--- config.mk ---
export PLATFORM = sky130hd
export DESIGN_NAME = partition_fit_allocator_core
export DESIGN_NICKNAME = d
export VERILOG_FILES = /design/src/pfa_pkg.sv /design/src/pfa_cell.sv /design/src/partition_fit_allocator_core.sv
export SDC_FILE = /design/constraint.sdc
export NUM_CORES = 1
export LEC_CHECK = 0
export BUFFER_PORTS_ARGS = -buffer_cell sky130_fd_sc_hd__buf_4
export CAP_MARGIN = 25
export CORE_UTILIZATION = 55
export CTS_CLUSTER_SIZE = 25
export DETAILED_ROUTE_END_ITERATION = 10
export PLACE_DENSITY = 0.76
export SLEW_MARGIN = 10
export SYNTH_ARGS = -nofsm -noshare
export SYNTH_HDL_FRONTEND = slang
export SYNTH_SLANG_ARGS = --single-unit
--- constraint.sdc ---
create_clock -name clk -period 6.3 [get_ports clk]
set_clock_uncertainty 0.05 [all_clocks]
set_input_delay 0.945 -clock clk [delete_from_list [all_inputs] [get_ports clk]]
set_output_delay 0.945 -clock clk [all_outputs]
set_load 0.01 [all_outputs]
--- src/pfa_pkg.sv ---
// Shared types and constants of the partition fit allocator.
// Used by the slot cell, the core and the port checker.
package pfa_pkg;

  // Geometry
  localparam int NUM_SLOTS = 8;
  localparam int SIZE_BITS = 16;
  localparam int REQ_BITS  = 16;
  localparam int CMP_W     = (SIZE_BITS > REQ_BITS) ? SIZE_BITS : REQ_BITS;
  localparam int IDX_W     = ($clog2(NUM_SLOTS) > 3) ? $clog2(NUM_SLOTS) : 3;

  localparam logic [CMP_W-1:0] SIZE_MAX_C = CMP_W'((64'd1 << SIZE_BITS) - 64'd1);

  // Item kinds
  localparam logic KIND_LOAD = 1'b0;
  localparam logic KIND_REQ  = 1'b1;

  // Fit policies; the unused code behaves as first fit
  localparam logic [1:0] POL_FIRST = 2'd0;
  localparam logic [1:0] POL_BEST  = 2'd1;
  localparam logic [1:0] POL_WORST = 2'd2;

  typedef enum logic [1:0] {
    ST_IDLE,
    ST_SCAN,
    ST_HOLD
  } state_t;

  typedef struct packed {
    logic        kind;
    logic [2:0]  slot;
    logic [15:0] size;
    logic [7:0]  process_id;
  } in_t;

  typedef struct packed {
    logic       found;
    logic [2:0] granted_slot;
    logic [7:0] granted_process;
  } out_t;

  // Search record handed from cell to cell
  typedef struct packed {
    logic                 valid;
    logic [CMP_W-1:0]     want;
    logic                 have;
    logic [SIZE_BITS-1:0] best_size;
    logic [IDX_W-1:0]     best_idx;
  } rec_t;

  // Load broadcast to all cells
  typedef struct packed {
    logic                 en;
    logic [IDX_W-1:0]     slot;
    logic [SIZE_BITS-1:0] size;
  } load_t;

  // Grant broadcast to all cells
  typedef struct packed {
    logic             en;
    logic [IDX_W-1:0] idx;
  } grant_t;

  // Clamp a loaded size to the stored width
  function automatic logic [SIZE_BITS-1:0] sat_size(input logic [REQ_BITS-1:0] sz);
    logic [CMP_W-1:0] wide;
    wide = CMP_W'(sz);
    if (wide > SIZE_MAX_C) begin
      wide = SIZE_MAX_C;
    end
    return SIZE_BITS'(wide);
  endfunction

endpackage

--- src/pfa_cell.sv ---
// One partition slot: size, loaded and taken flags, plus one search step.
// Depends on pfa_pkg.
module pfa_cell
  import pfa_pkg::*;
(
  input  logic             clk,
  input  logic             rst,
  input  logic [IDX_W-1:0] cell_idx,
  input  logic [1:0]       fit_policy,
  input  load_t            load,
  input  grant_t           grant,
  input  rec_t             rec_in,
  output rec_t             rec_out
);

  logic [SIZE_BITS-1:0] size_q;
  logic                 loaded;
  logic                 taken;
  logic                 fits;
  logic                 take;

  // Slot state: a load frees the slot, a grant takes it
  always_ff @(posedge clk) begin
    if (load.en && load.slot == cell_idx) begin
      size_q <= load.size;
    end
    if (rst) begin
      loaded <= 1'b0;
      taken  <= 1'b0;
    end else if (load.en && load.slot == cell_idx) begin
      loaded <= 1'b1;
      taken  <= 1'b0;
    end else if (grant.en && grant.idx == cell_idx) begin
      taken <= 1'b1;
    end
  end

  // Search step; strict compares keep ties at the lower index
  always_comb begin
    fits = loaded && !taken && (CMP_W'(size_q) >= rec_in.want);
    take = fits && (!rec_in.have ||
                    (fit_policy == POL_BEST  && size_q < rec_in.best_size) ||
                    (fit_policy == POL_WORST && size_q > rec_in.best_size));
  end

  // Hand the record to the next cell
  always_ff @(posedge clk) begin
    rec_out.want      <= rec_in.want;
    rec_out.have      <= rec_in.have || fits;
    rec_out.best_size <= take ? size_q : rec_in.best_size;
    rec_out.best_idx  <= take ? cell_idx : rec_in.best_idx;
    if (rst) begin
      rec_out.valid <= 1'b0;
    end else begin
      rec_out.valid <= rec_in.valid;
    end
  end

endmodule

--- src/partition_fit_allocator_core.sv ---
// Partition fit allocator: a row of slot cells scanned by a travelling record.
// Usage summary below. Depends on pfa_pkg and pfa_cell.
//
// Channels: in (in_valid/in_ready/in_data) carries load and request
// transactions; out (out_valid/out_ready/out_data) carries one result per
// request; cfg (cfg_valid/cfg_ready/cfg_data) writes the fit policy and is
// always ready. Write the policy only while the block is idle.
// A load transaction writes its slot in the accept cycle and yields no result;
// the block is ready again in the next cycle.
// A request enters the first cell on acceptance and moves one cell per cycle
// down the NUM_SLOTS-cell row; at the end of the row its result goes to the
// output register, or to the hold register while the receiver stalls. The
// block accepts no new request until its state has returned to idle.
// The granted slot is marked taken as the result is registered.
// When the receiver stalls, a finished result waits in a hold register and
// the input stays blocked only until the output register frees.
// Reset clears all loaded and taken flags, the policy (first fit) and the
// output valid; sizes hold no value until loaded.
module partition_fit_allocator_core
  import pfa_pkg::*;
(
  input  logic       clk,
  input  logic       rst,
  input  logic       in_valid,
  output logic       in_ready,
  input  in_t        in_data,
  output logic       out_valid,
  input  logic       out_ready,
  output out_t       out_data,
  input  logic       cfg_valid,
  output logic       cfg_ready,
  input  logic [1:0] cfg_data
);

  state_t     state;
  state_t     state_next;
  logic [1:0] fit_policy;
  logic [7:0] pid;
  out_t       res_new;
  out_t       res_hold;
  logic       out_free;
  logic       out_load;
  logic       out_from_hold;
  logic       hold_load;
  load_t      load;
  grant_t     grant;
  rec_t       rec [NUM_SLOTS+1];

  assign cfg_ready = 1'b1;

  // Policy register
  always_ff @(posedge clk) begin
    if (rst) begin
      fit_policy <= POL_FIRST;
    end else if (cfg_valid && cfg_ready) begin
      fit_policy <= cfg_data;
    end
  end

  // Load broadcast and search launch
  always_comb begin
    load.en   = in_valid && in_ready && in_data.kind == KIND_LOAD;
    load.slot = IDX_W'(in_data.slot);
    load.size = sat_size(in_data.size);

    rec[0].valid     = in_valid && in_ready && in_data.kind == KIND_REQ;
    rec[0].want      = CMP_W'(in_data.size);
    rec[0].have      = 1'b0;
    rec[0].best_size = '0;
    rec[0].best_idx  = '0;
  end

  // Row of slot cells
  for (genvar i = 0; i < NUM_SLOTS; i++) begin : g_cell
    pfa_cell u_cell (
      .clk        (clk),
      .rst        (rst),
      .cell_idx   (IDX_W'(i)),
      .fit_policy (fit_policy),
      .load       (load),
      .grant      (grant),
      .rec_in     (rec[i]),
      .rec_out    (rec[i+1])
    );
  end

  // Result of the finished scan
  always_comb begin
    res_new.found           = rec[NUM_SLOTS].have;
    res_new.granted_slot    = rec[NUM_SLOTS].have ? rec[NUM_SLOTS].best_idx[2:0] : 3'd0;
    res_new.granted_process = pid;
  end

  // Control: next state and handshakes
  always_comb begin
    state_next    = state;
    in_ready      = 1'b0;
    grant.en      = 1'b0;
    grant.idx     = rec[NUM_SLOTS].best_idx;
    out_load      = 1'b0;
    out_from_hold = 1'b0;
    hold_load     = 1'b0;
    out_free      = !out_valid || out_ready;
    case (state)
      ST_IDLE: begin
        in_ready = 1'b1;
        if (in_valid && in_data.kind == KIND_REQ) begin
          state_next = ST_SCAN;
        end
      end
      ST_SCAN: begin
        if (rec[NUM_SLOTS].valid) begin
          grant.en = rec[NUM_SLOTS].have;
          if (out_free) begin
            out_load   = 1'b1;
            state_next = ST_IDLE;
          end else begin
            hold_load  = 1'b1;
            state_next = ST_HOLD;
          end
        end
      end
      ST_HOLD: begin
        if (out_free) begin
          out_load      = 1'b1;
          out_from_hold = 1'b1;
          state_next    = ST_IDLE;
        end
      end
      default: begin
        state_next = ST_IDLE;
      end
    endcase
  end

  // State register
  always_ff @(posedge clk) begin
    if (rst) begin
      state <= ST_IDLE;
    end else begin
      state <= state_next;
    end
  end

  // Request id, hold register and output register
  always_ff @(posedge clk) begin
    if (rec[0].valid) begin
      pid <= in_data.process_id;
    end
    if (hold_load) begin
      res_hold <= res_new;
    end
    if (out_load) begin
      out_data <= out_from_hold ? res_hold : res_new;
    end
    if (rst) begin
      out_valid <= 1'b0;
    end else if (out_load) begin
      out_valid <= 1'b1;
    end else if (out_ready) begin
      out_valid <= 1'b0;
    end
  end

endmodule

======== Word-level counts from Yosys, hierarchy flattened ========
Index checks and enable logic that the tools add are counted.
cells by class
  $add $sub $neg .......................... 0
  div/mod/pow operators ................... 0
  equality and inequality tests ........... 21
  shifts and indexed selects .............. 0
  $mul .................................... 0
  bitwise logic cells ..................... 1
  muxes and demuxes ....................... 26
  magnitude comparators ................... 23
  reductions and logical operators ........ 108
operator list
  cell                                           count
  >= comparator 16 bit                           8
  > comparator 16 bit                            7
  < comparator 16 bit                            7
  2-to-1 mux 16 bit                              7
  logical AND 1 bit                              57
  == test 3 bit, second input constant           8
  logical OR 1 bit                               22
  > comparator 16 bit, second input constant     1
  zero test 1 bit                                16
  OR reduction 2 bit                             8
  == test 3 x 2 -> 1 bit, second input constant  4
  2-to-1 mux 12 bit                              1
  2-to-1 mux 1 bit                               11
  2-to-1 mux 2 bit                               4
  == test 3 x 1 -> 1 bit, second input constant  2
  zero test 3 bit                                2
  one-hot mux 2 bit (3 select lines)             1
  == test 2 x 1 -> 1 bit, second input constant  2
  == test 2 bit, second input constant           2
  != test 2 bit, second input constant           2
  2-to-1 mux 3 bit                               1
  AND reduction 3 bit                            1
  zero test 2 bit                                1
  != test 2 x 1 -> 1 bit, second input constant  1
  other kinds (3)                                3
storage, ports and cells
  logic and storage cells ................. 250
  bits in writable memories ............... 0
  memory bits (read-only) ................. 0
  input bits .............................. 35
  bits in latches ......................... 0
  output and inout bits ................... 15
  memories kept ........................... 0
  register bits ........................... 438

======== Depth between registers and ports, before layout ========
Gate-level depths: netlist (run 1).
  depth in word-level cells ............... 6
  gate-level depth with buffers ........... 10
  mapped depth without buffers ............ 8

======== Cells and area by module ========
Synthesis (run 1) repeated with hierarchy kept, for this count alone.
second synthesis, totals
  cells, all modules ...................... 1719
  area total of the unflattened synthesis .. 21240.4 um^2
modules (own cells, without submodules)
  module                        cells an instance  sequential area each (um^2)  area an instance (um^2)  instances
  pfa_cell                      204                1261.2                       2467.4                   8
  partition_fit_allocator_core  87                 1061.0                       1501.4                   1

======== Least setup slack after synthesis (run 1) ========
OpenSTA, ideal clock, no wires.
  path type ............................... input to register
  from .................................... in in_data[27] in the netlist's numbering
  to ...................................... reg g_cell[0].u_cell.size_q[0], enable pin
  data arrival time ....................... 2612 ps
  required time ........................... 5836 ps
  library setup time ...................... 414 ps
  path slack .............................. 3224 ps
  buffers on the path ..................... 0
  stages .................................. 2
  path through ............................ or3_1 -> nor3_1
on the way
  longest elaborated chain between the ends .. 3
RTL lines
  what                  RTL line                            text
  from (decl)           partition_fit_allocator_core.sv:26  input in_t in_data,
  NOT 1 bit             partition_fit_allocator_core.sv:62  load.en = in_valid && in_ready && in_data.kind == KIND_LOAD;
  logical AND 1 bit     partition_fit_allocator_core.sv:62
  logical AND 1 bit     pfa_cell.sv:24                      if (load.en && load.slot == cell_idx) begin
  to (signal assigned)  pfa_cell.sv:25                      size_q <= load.size;
  to (decl)             pfa_cell.sv:16                      logic [SIZE_BITS-1:0] size_q;
No other way between the ends.
A chain may end at the register's enable or synchronous reset.

======== Worst setup path in the final report (run 1) ========
  from .................................... reg g_cell[2].u_cell.size_q[9]
  to ...................................... reg g_cell[2].u_cell.rec_out[5] in the netlist's numbering
on the way
  longest elaborated chain between the ends .. 6
  elaborated cells between the ends (all ways) .. 10
  classes of those cells .................. 3 x order compare; 1 x mux; 6 x reduce/logical
RTL lines
  what                    RTL line        text
  from (decl)             pfa_cell.sv:16
  from (signal assigned)  pfa_cell.sv:25
  < comparator 16 bit     pfa_cell.sv:42  (fit_policy == POL_BEST && size_q < rec_in.best_size) ||
  logical AND 1 bit       pfa_cell.sv:42
  logical OR 1 bit        pfa_cell.sv:41  take = fits && (!rec_in.have ||
  logical OR 1 bit        pfa_cell.sv:42
  logical AND 1 bit *     pfa_cell.sv:41
  2-to-1 mux 16 bit *     pfa_cell.sv:50  rec_out.best_size <= take ? size_q : rec_in.best_size;
  to (decl)               pfa_cell.sv:13  output rec_t rec_out
Every way passes the cells marked *; elsewhere a longest branch is shown, timed or not.

==> results of run 1 <==
==> report_power, final <==
group / leakage, nW / total (mW) / internal (mW) / switching [mW]
clock network: 0.693 / 2.51 / 1.48 / 1.03
logic: 4.80 / 0.282 / 0.115 / 0.168
registers: 3.73 / 3.05 / 3.00 / 0.0446
total: 9.22 / 5.84 / 4.60 / 1.24
==> layer usage <==
| metal | vias to the layer above | track usage [%] | wire length, um |
|---|---|---|---|
| met2 | 344 | 41.2 | 20600 |
| met4 | 0 | 9.22 | 1660 |
| met3 | 107 | 2.64 | 1920 |
| li1 | 6456 | - | - |
| met1 | 6202 | 30.0 | 18300 |
| met5 | - | 0 | 0 |
==> worst reg2reg max path, cell delays in order (launching register included) <==
cell and delay, ps:
edfxtp_1 450, ha_1 340, nand4_1 170, nor4_1 480, a21oi_1 340, nand2b_1 250, mux2i_2 780, o211ai_1 250
==> cells in the mapped netlist, types with 6 or more instances <==
master and instances:
a211o_1 7, a211oi_1 6, a21boi_0 15, a21o_1 19
a21oi_1 87, a221oi_1 8, a31oi_1 12, and2_1 8
buf_2 8, clkbuf_1 24, dfxtp_1 278, edfxtp_1 160
ha_1 243, inv_1 248, mux2_2 52, mux2_4 14
mux2i_1 36, nand2_1 114, nand2b_1 25, nand3_1 47
nand4_1 31, nor2_1 117, nor2b_1 26, nor3_1 18
nor4_1 11, o211ai_1 39, o21ai_0 69, or2_2 7
==> registers in the layout, indices dropped and copies added, names as in the netlist <==
register / flops
g_cell.u_cell.rec_out: 257
g_cell.u_cell.size_q: 128
out_data: 12
res_hold: 12
g_cell.u_cell.loaded: 8
g_cell.u_cell.taken: 8
pid: 8
fit_policy: 2
state: 2
out_valid: 1
==> final timing paths <==
path | start | endpoint | slack (ps)
max reg2reg | g_cell[2].u_cell.size_q[9] | g_cell[2].u_cell.rec_out[5] | 3020
min reg2reg | g_cell[0].u_cell.rec_out[33] | g_cell[1].u_cell.rec_out[33] | 300
min | g_cell[0].u_cell.rec_out[33] | g_cell[1].u_cell.rec_out[33] | 300
max | g_cell[2].u_cell.size_q[9] | g_cell[2].u_cell.rec_out[5] | 3020
==> metrics by stage <==
stage | utilization, % | worst slack [ps] | hold WS (ps) | cell area (um2)
finish | 63.2 | 3020 | 300 | 22000
global route | 63.2 | 2870 | 305 | 22000
CTS | 63.1 | 3000 | 300 | 22000
detailed placement | 59.1 | 2780 | 286 | 20600
global placement | 59.0 | 2860 | 283 | 20600
floorplan | - | 3220 | 281 | 19700
==> logic make-up after synthesis <==
logic type / share of synthesized area, %
other: 0.0190
and+or+nand+nor: 10.2
muxes: 5.94
buffers and inverters: 5.72
DFF: 52.7
adders and majority gates: 15.4
AOI/OAI and AO/OA: 10.0
==> final cells by class <==
cell class	instances	area, um2
clock inverters	20	184
inverters	248	931
flip-flops and latches	438	10400
multi-input cells	1073	8240
clock buffers	59	1220
repair buffers	70	533
fillers	2745	12800
well taps	455	569
==> flow_summary.ini, run 1 <==
[logic_synthesis]
ys_types = 65
async_reset_ff_share_pct = 0
yosys.area.top_type_share_pct = 28.3
synth.cell_area_um2 = 19700
ys_ff_latch = 438
synth.yosys.seq_area_share_pct = 52.7
synth_nets = 2076
yosys_warnings = 0
synth_cells = 1798
yosysTopAreaCell = dfxtp_1
synth.avg_cell_area_um2 = 11.0
synth_area_leaders = dfxtp_1 (28%), edfxtp_1 (24%), ha_1 (15%), inv_1 (4.7%), mux2_2 (3.0%)
synth_edf_count = 160
yosys_most_used_dff = dfxtp_1

[timing]
hold_viol_final = 0
setup_tns_ps = 0
period_minus_slack_ps = 3280
drv_slew = 0
rsz0062_at_grt = no
setup_violations = 0
worstMarginPinSlew_ps = 971
finalCritPeriodShare_pct = 52.0
slew_headroom_pct = 34.0
max_freq_mhz = 305

[critical_path]
cp.required_ps = 6600
crit_path_max_fanout = 18
slowest_stage = mux2i_2
critPathTopFamily = simple AND/OR/NAND/NOR gates
worst-path-stages = 7
end_kind = flop
worst_ep_arrival_time_ps = 3580
cpPeakStageDelay_ps = 780
worst-setup-path-type = reg -> reg
cp_num_buf_inv = 0
reg2regPathDepth = 7
path_cells = ha_1, nand4_1, nor4_1, a21oi_1, nand2b_1, mux2i_2, o211ai_1
startpoint_type = flop

[die]
std_cell_rows = 68
dieWidth_um = 191
die_area_um2 = 36600
core_um2 = 34900
start_util_pct = 56.4
die_h_um = 191
ios = 50

[grt]
overflow = 0
grt_pass1_wl_um = 67500
grtUsageTotal_pct = 23.7
grt_max_degree = 33
antenna_found_initial = 0
grt_pass1_vias = 13100

[power_and_ir_drop]
ir_drop_mv = 0.188
power.total_mw = 5.84
p_leak_nw = 9.22
power_density_nw_per_um2 = 265

[clocking]
post_cts_buffers = 0
cts_resized = 0
clkLatencyLatePin_ps = 520
cts.sinks = 438
numCtsBuffers = 43
clock_path_buffers = 3
cts_tree = yes
h-tree-depth = 2
cts-root-buf = clkbuf_16
ctsHoldBuffers = 0
clk_pin_slew_ps = 60

[finish]
n_antenna_cell = 0
layout-drive-gt1-share_pct = 12.0
final_cell_mix = dfxtp_1 (278), inv_1 (248), ha_1 (243), edfxtp_1 (160), nor2_1 (117)
area_growth_pct = 11.9
mostFrequentLayoutCell = dfxtp_1
stdcell_count = 2363
final_nets = 2152

[place]
io_buffers = 48
finalWeightedCongestion = 0.961
placedCellCount = 2280
dp_hpwl_um = 32500

[outcome]
status = completed

[drt]
wl_per_cell_um = 18.0
drtIter0Drc = 684
wirelength_um = 42500
via_count = 13100
avgViaCountPerCell = 5.55
drt_first_pass_iters = 5
postRouteAntennaNets = 0
drcViolationCount = 0

[hold_path]
hold_depth = 0
min_path_type = reg -> reg

[flow_run]
maxCapViolCount = 0
Note: power is estimated with default switching activity, not from simulation.
==> inputs of run 2 (changes only) <==
Settings changed: ABC_AREA set to 1.
Clock period 6.3 ns to 3.4 ns, I/O delays scaled along.
==> flow_summary.ini, run 2 <==
[finish]
utilization_pct = 62.6
mostFrequentLayoutCell = nand2_1
final_cell_mix = nand2_1 (400), inv_1 (359), dfxtp_1 (278), ha_1 (243), edfxtp_1 (160)
finish.instance_area_um2 = 21800
area_growth_pct = 10.8
top_regs = g_cell.u_cell.rec_out (257), g_cell.u_cell.size_q (128)
n_antenna_cell = 0
largest-register = g_cell.u_cell.rec_out
final_nets = 2404
layout-drive-gt1-share_pct = 10.9
nFillCells = 2722
largest_reg_flops = 257

[power_and_ir_drop]
power_density_nw_per_um2 = 516
ir_drop_mv = 0.449
pwr-share-clk_pct = 39.9
switchingPower_mw = 2.58
p_int_mw = 8.66
power.total_mw = 11.2
p_comb_share_pct = 8.5
seq_power_share_pct = 51.7
p_leak_nw = 9.91
power_switching_share_pct = 22.9

[clocking]
numCtsBuffers = 43
h-tree-depth = 2
cts-root-buf = clkbuf_16
clkLatencyLatePin_ps = 530
cts_resized = 0
cts_tree = yes
ctsHoldBuffers = 0
clock_path_buffers = 3
post_cts_buffers = 0
clk_pin_slew_ps = 60
cts.sinks = 438

[logic_synthesis]
synth_nets = 2324
ys_ff_latch = 438
yosys_most_used_dff = dfxtp_1
yosysTopAreaCell = dfxtp_1
yosys.area.top_type_share_pct = 28.3
async_reset_ff_share_pct = 0
synth.yosys.seq_area_share_pct = 52.8
netlist_top_cells_count = nand2_1 (400), inv_1 (359), dfxtp_1 (278)
yosys_warnings = 0
synth_edf_count = 160
synth.cell_area_um2 = 19600
ys_types = 42
synth_cells = 2046
synth.avg_cell_area_um2 = 9.60
synth.most_common_cell = nand2_1
synth_area_leaders = dfxtp_1 (28%), edfxtp_1 (24%), ha_1 (15%), nand2_1 (7.6%), inv_1 (6.9%)

[drt]
avgViaCountPerCell = 5.04
drcViolationCount = 0
wl_per_cell_um = 14.9
wirelength_um = 39000
via_count = 13200
postRouteAntennaNets = 0
drtIter0Drc = 726
drt_first_pass_iters = 8

[critical_path]
cpPeakStageDelay_ps = 440
cp.required_ps = 3820
slowest_stage = edfxtp_1
worst-setup-path-type = reg -> reg
crit_path_max_fanout = 18
end_kind = flop
worst_ep_arrival_time_ps = 2870
path_cells = ha_1, a21oi_1, o21ai_1, a21oi_1, nand3_1, nand2_1, clkinv_2, nand2_4, inv_1, nor2_1
cpMostUsedCell = a21oi_1
startpoint_type = flop

[timing]
rsz0062_at_grt = no
worstMarginPinSlew_ps = 728
whs_ps = 104
finalCritPeriodShare_pct = 72.2
hold_viol_final = 0
max_freq_mhz = 407
setup_violations = 0
drv_slew = 0
period_minus_slack_ps = 2460
slew_headroom_pct = 51.0
setup_tns_ps = 0

[die]
ios = 50
std_cell_rows = 68
start_util_pct = 56.4
core_um2 = 34800
dieWidth_um = 191
die_h_um = 191
die_area_um2 = 36500

[grt]
grt_max_degree = 30
grtUsageTotal_pct = 22.2
antenna_found_initial = 0
grt_pass1_vias = 13500
overflow = 0
grt_pass1_wl_um = 64100

[flow_run]
maxCapViolCount = 0

[hold_path]
min_path_type = in -> reg

[place]
dp_hpwl_um = 30500
place_area_um2 = 20400
finalWeightedCongestion = 0.904
io_buffers = 48

[outcome]
status = completed
-- run 2: cell count changes after synthesis, moves of 26 or more --
cell / delta
mux2_2: -43
mux2i_1: -36
nand3_1: +80
o211ai_1: -37
o21ai_0: -47
inv_1: +111
nand2_2: +62
nand2_1: +286
nor2_1: +29
nor2b_1: -26
-- run 2: area by class of cell --
type,count,area [um2],share of cell area (%)
clock buffer,57,1190,5.46
clock inverter,21,161,0.741
inverter,369,1400,6.42
multi-input combinational,1215,7640,35.1
sequential,438,10400,47.6
tap,455,569,2.62
timing repair buffer,59,440,2.02
-- run 2: worst paths after layout --
path	from	to	slack, ps	cells past startpoint
worst max-delay path	g_cell[4].u_cell.size_q[11]	g_cell[4].u_cell.rec_out[0]	940	10
worst min-delay path	in_data[6]	pid[6]	100	1
worst max register to register	g_cell[4].u_cell.size_q[11]	g_cell[4].u_cell.rec_out[0]	940	10
worst min register to register	g_cell[0].u_cell.rec_out[32]	g_cell[1].u_cell.rec_out[32]	300	0
-- run 2: power by group through the flow --
stage                     Sequential [mW]  Combinational (mW)  Clock [mW]
after floorplan                      5.88               0.650           0
after global placement               5.91               0.887           0
after detailed placement             5.92               0.940           0
after CTS                            5.81               0.952        4.57
after global routing                 5.83                1.08        4.79
final                                5.81               0.951        4.48
-- run 2: per-stage QoR --
| stage | instances | setup WS, ps |
|---|---|---|
| 2_1_floorplan | 2046 | 1140 |
| 3_3_place_gp | 2533 | 914 |
| 3_5_place_dp | 2534 | 881 |
| 4_1_cts | 2612 | 989 |
| 5_1_grt | 2614 | 835 |
| 6_report | 2614 | 944 |
-- run 2: cells by family (layout without fill, tap and decap cells) --
group | count (synthesis) | after routing | share of synthesized area [%]
and+or+nand+nor | 796 | 796 | 18.3
DFF | 438 | 438 | 52.8
buffers and inverters | 393 | 506 | 8.29
adders and majority gates | 243 | 243 | 15.5
AOI/OAI and AO/OA | 166 | 166 | 4.63
muxes | 9 | 9 | 0.516
other | 1 | 1 | 0.0191
-- run 2: critical path: cells and delay by family (launching register included) --
kind,cells,cell delay [ps]
compound gates,3,550
fa+ha+maj,1,340
buf+inv,2,340
flops,1,440
simple gates,4,650
-- run 2: routing by layer --
metal / up-vias / share of wire (%) / GRT usage [%]
met2: 244 / 50 / 40.0
li1: 6756 / - / -
met1: 6089 / 42 / 26.2
met4: 0 / 3.9 / 9.29
met3: 92 / 4.0 / 3.05
met5: - / 0 / 0
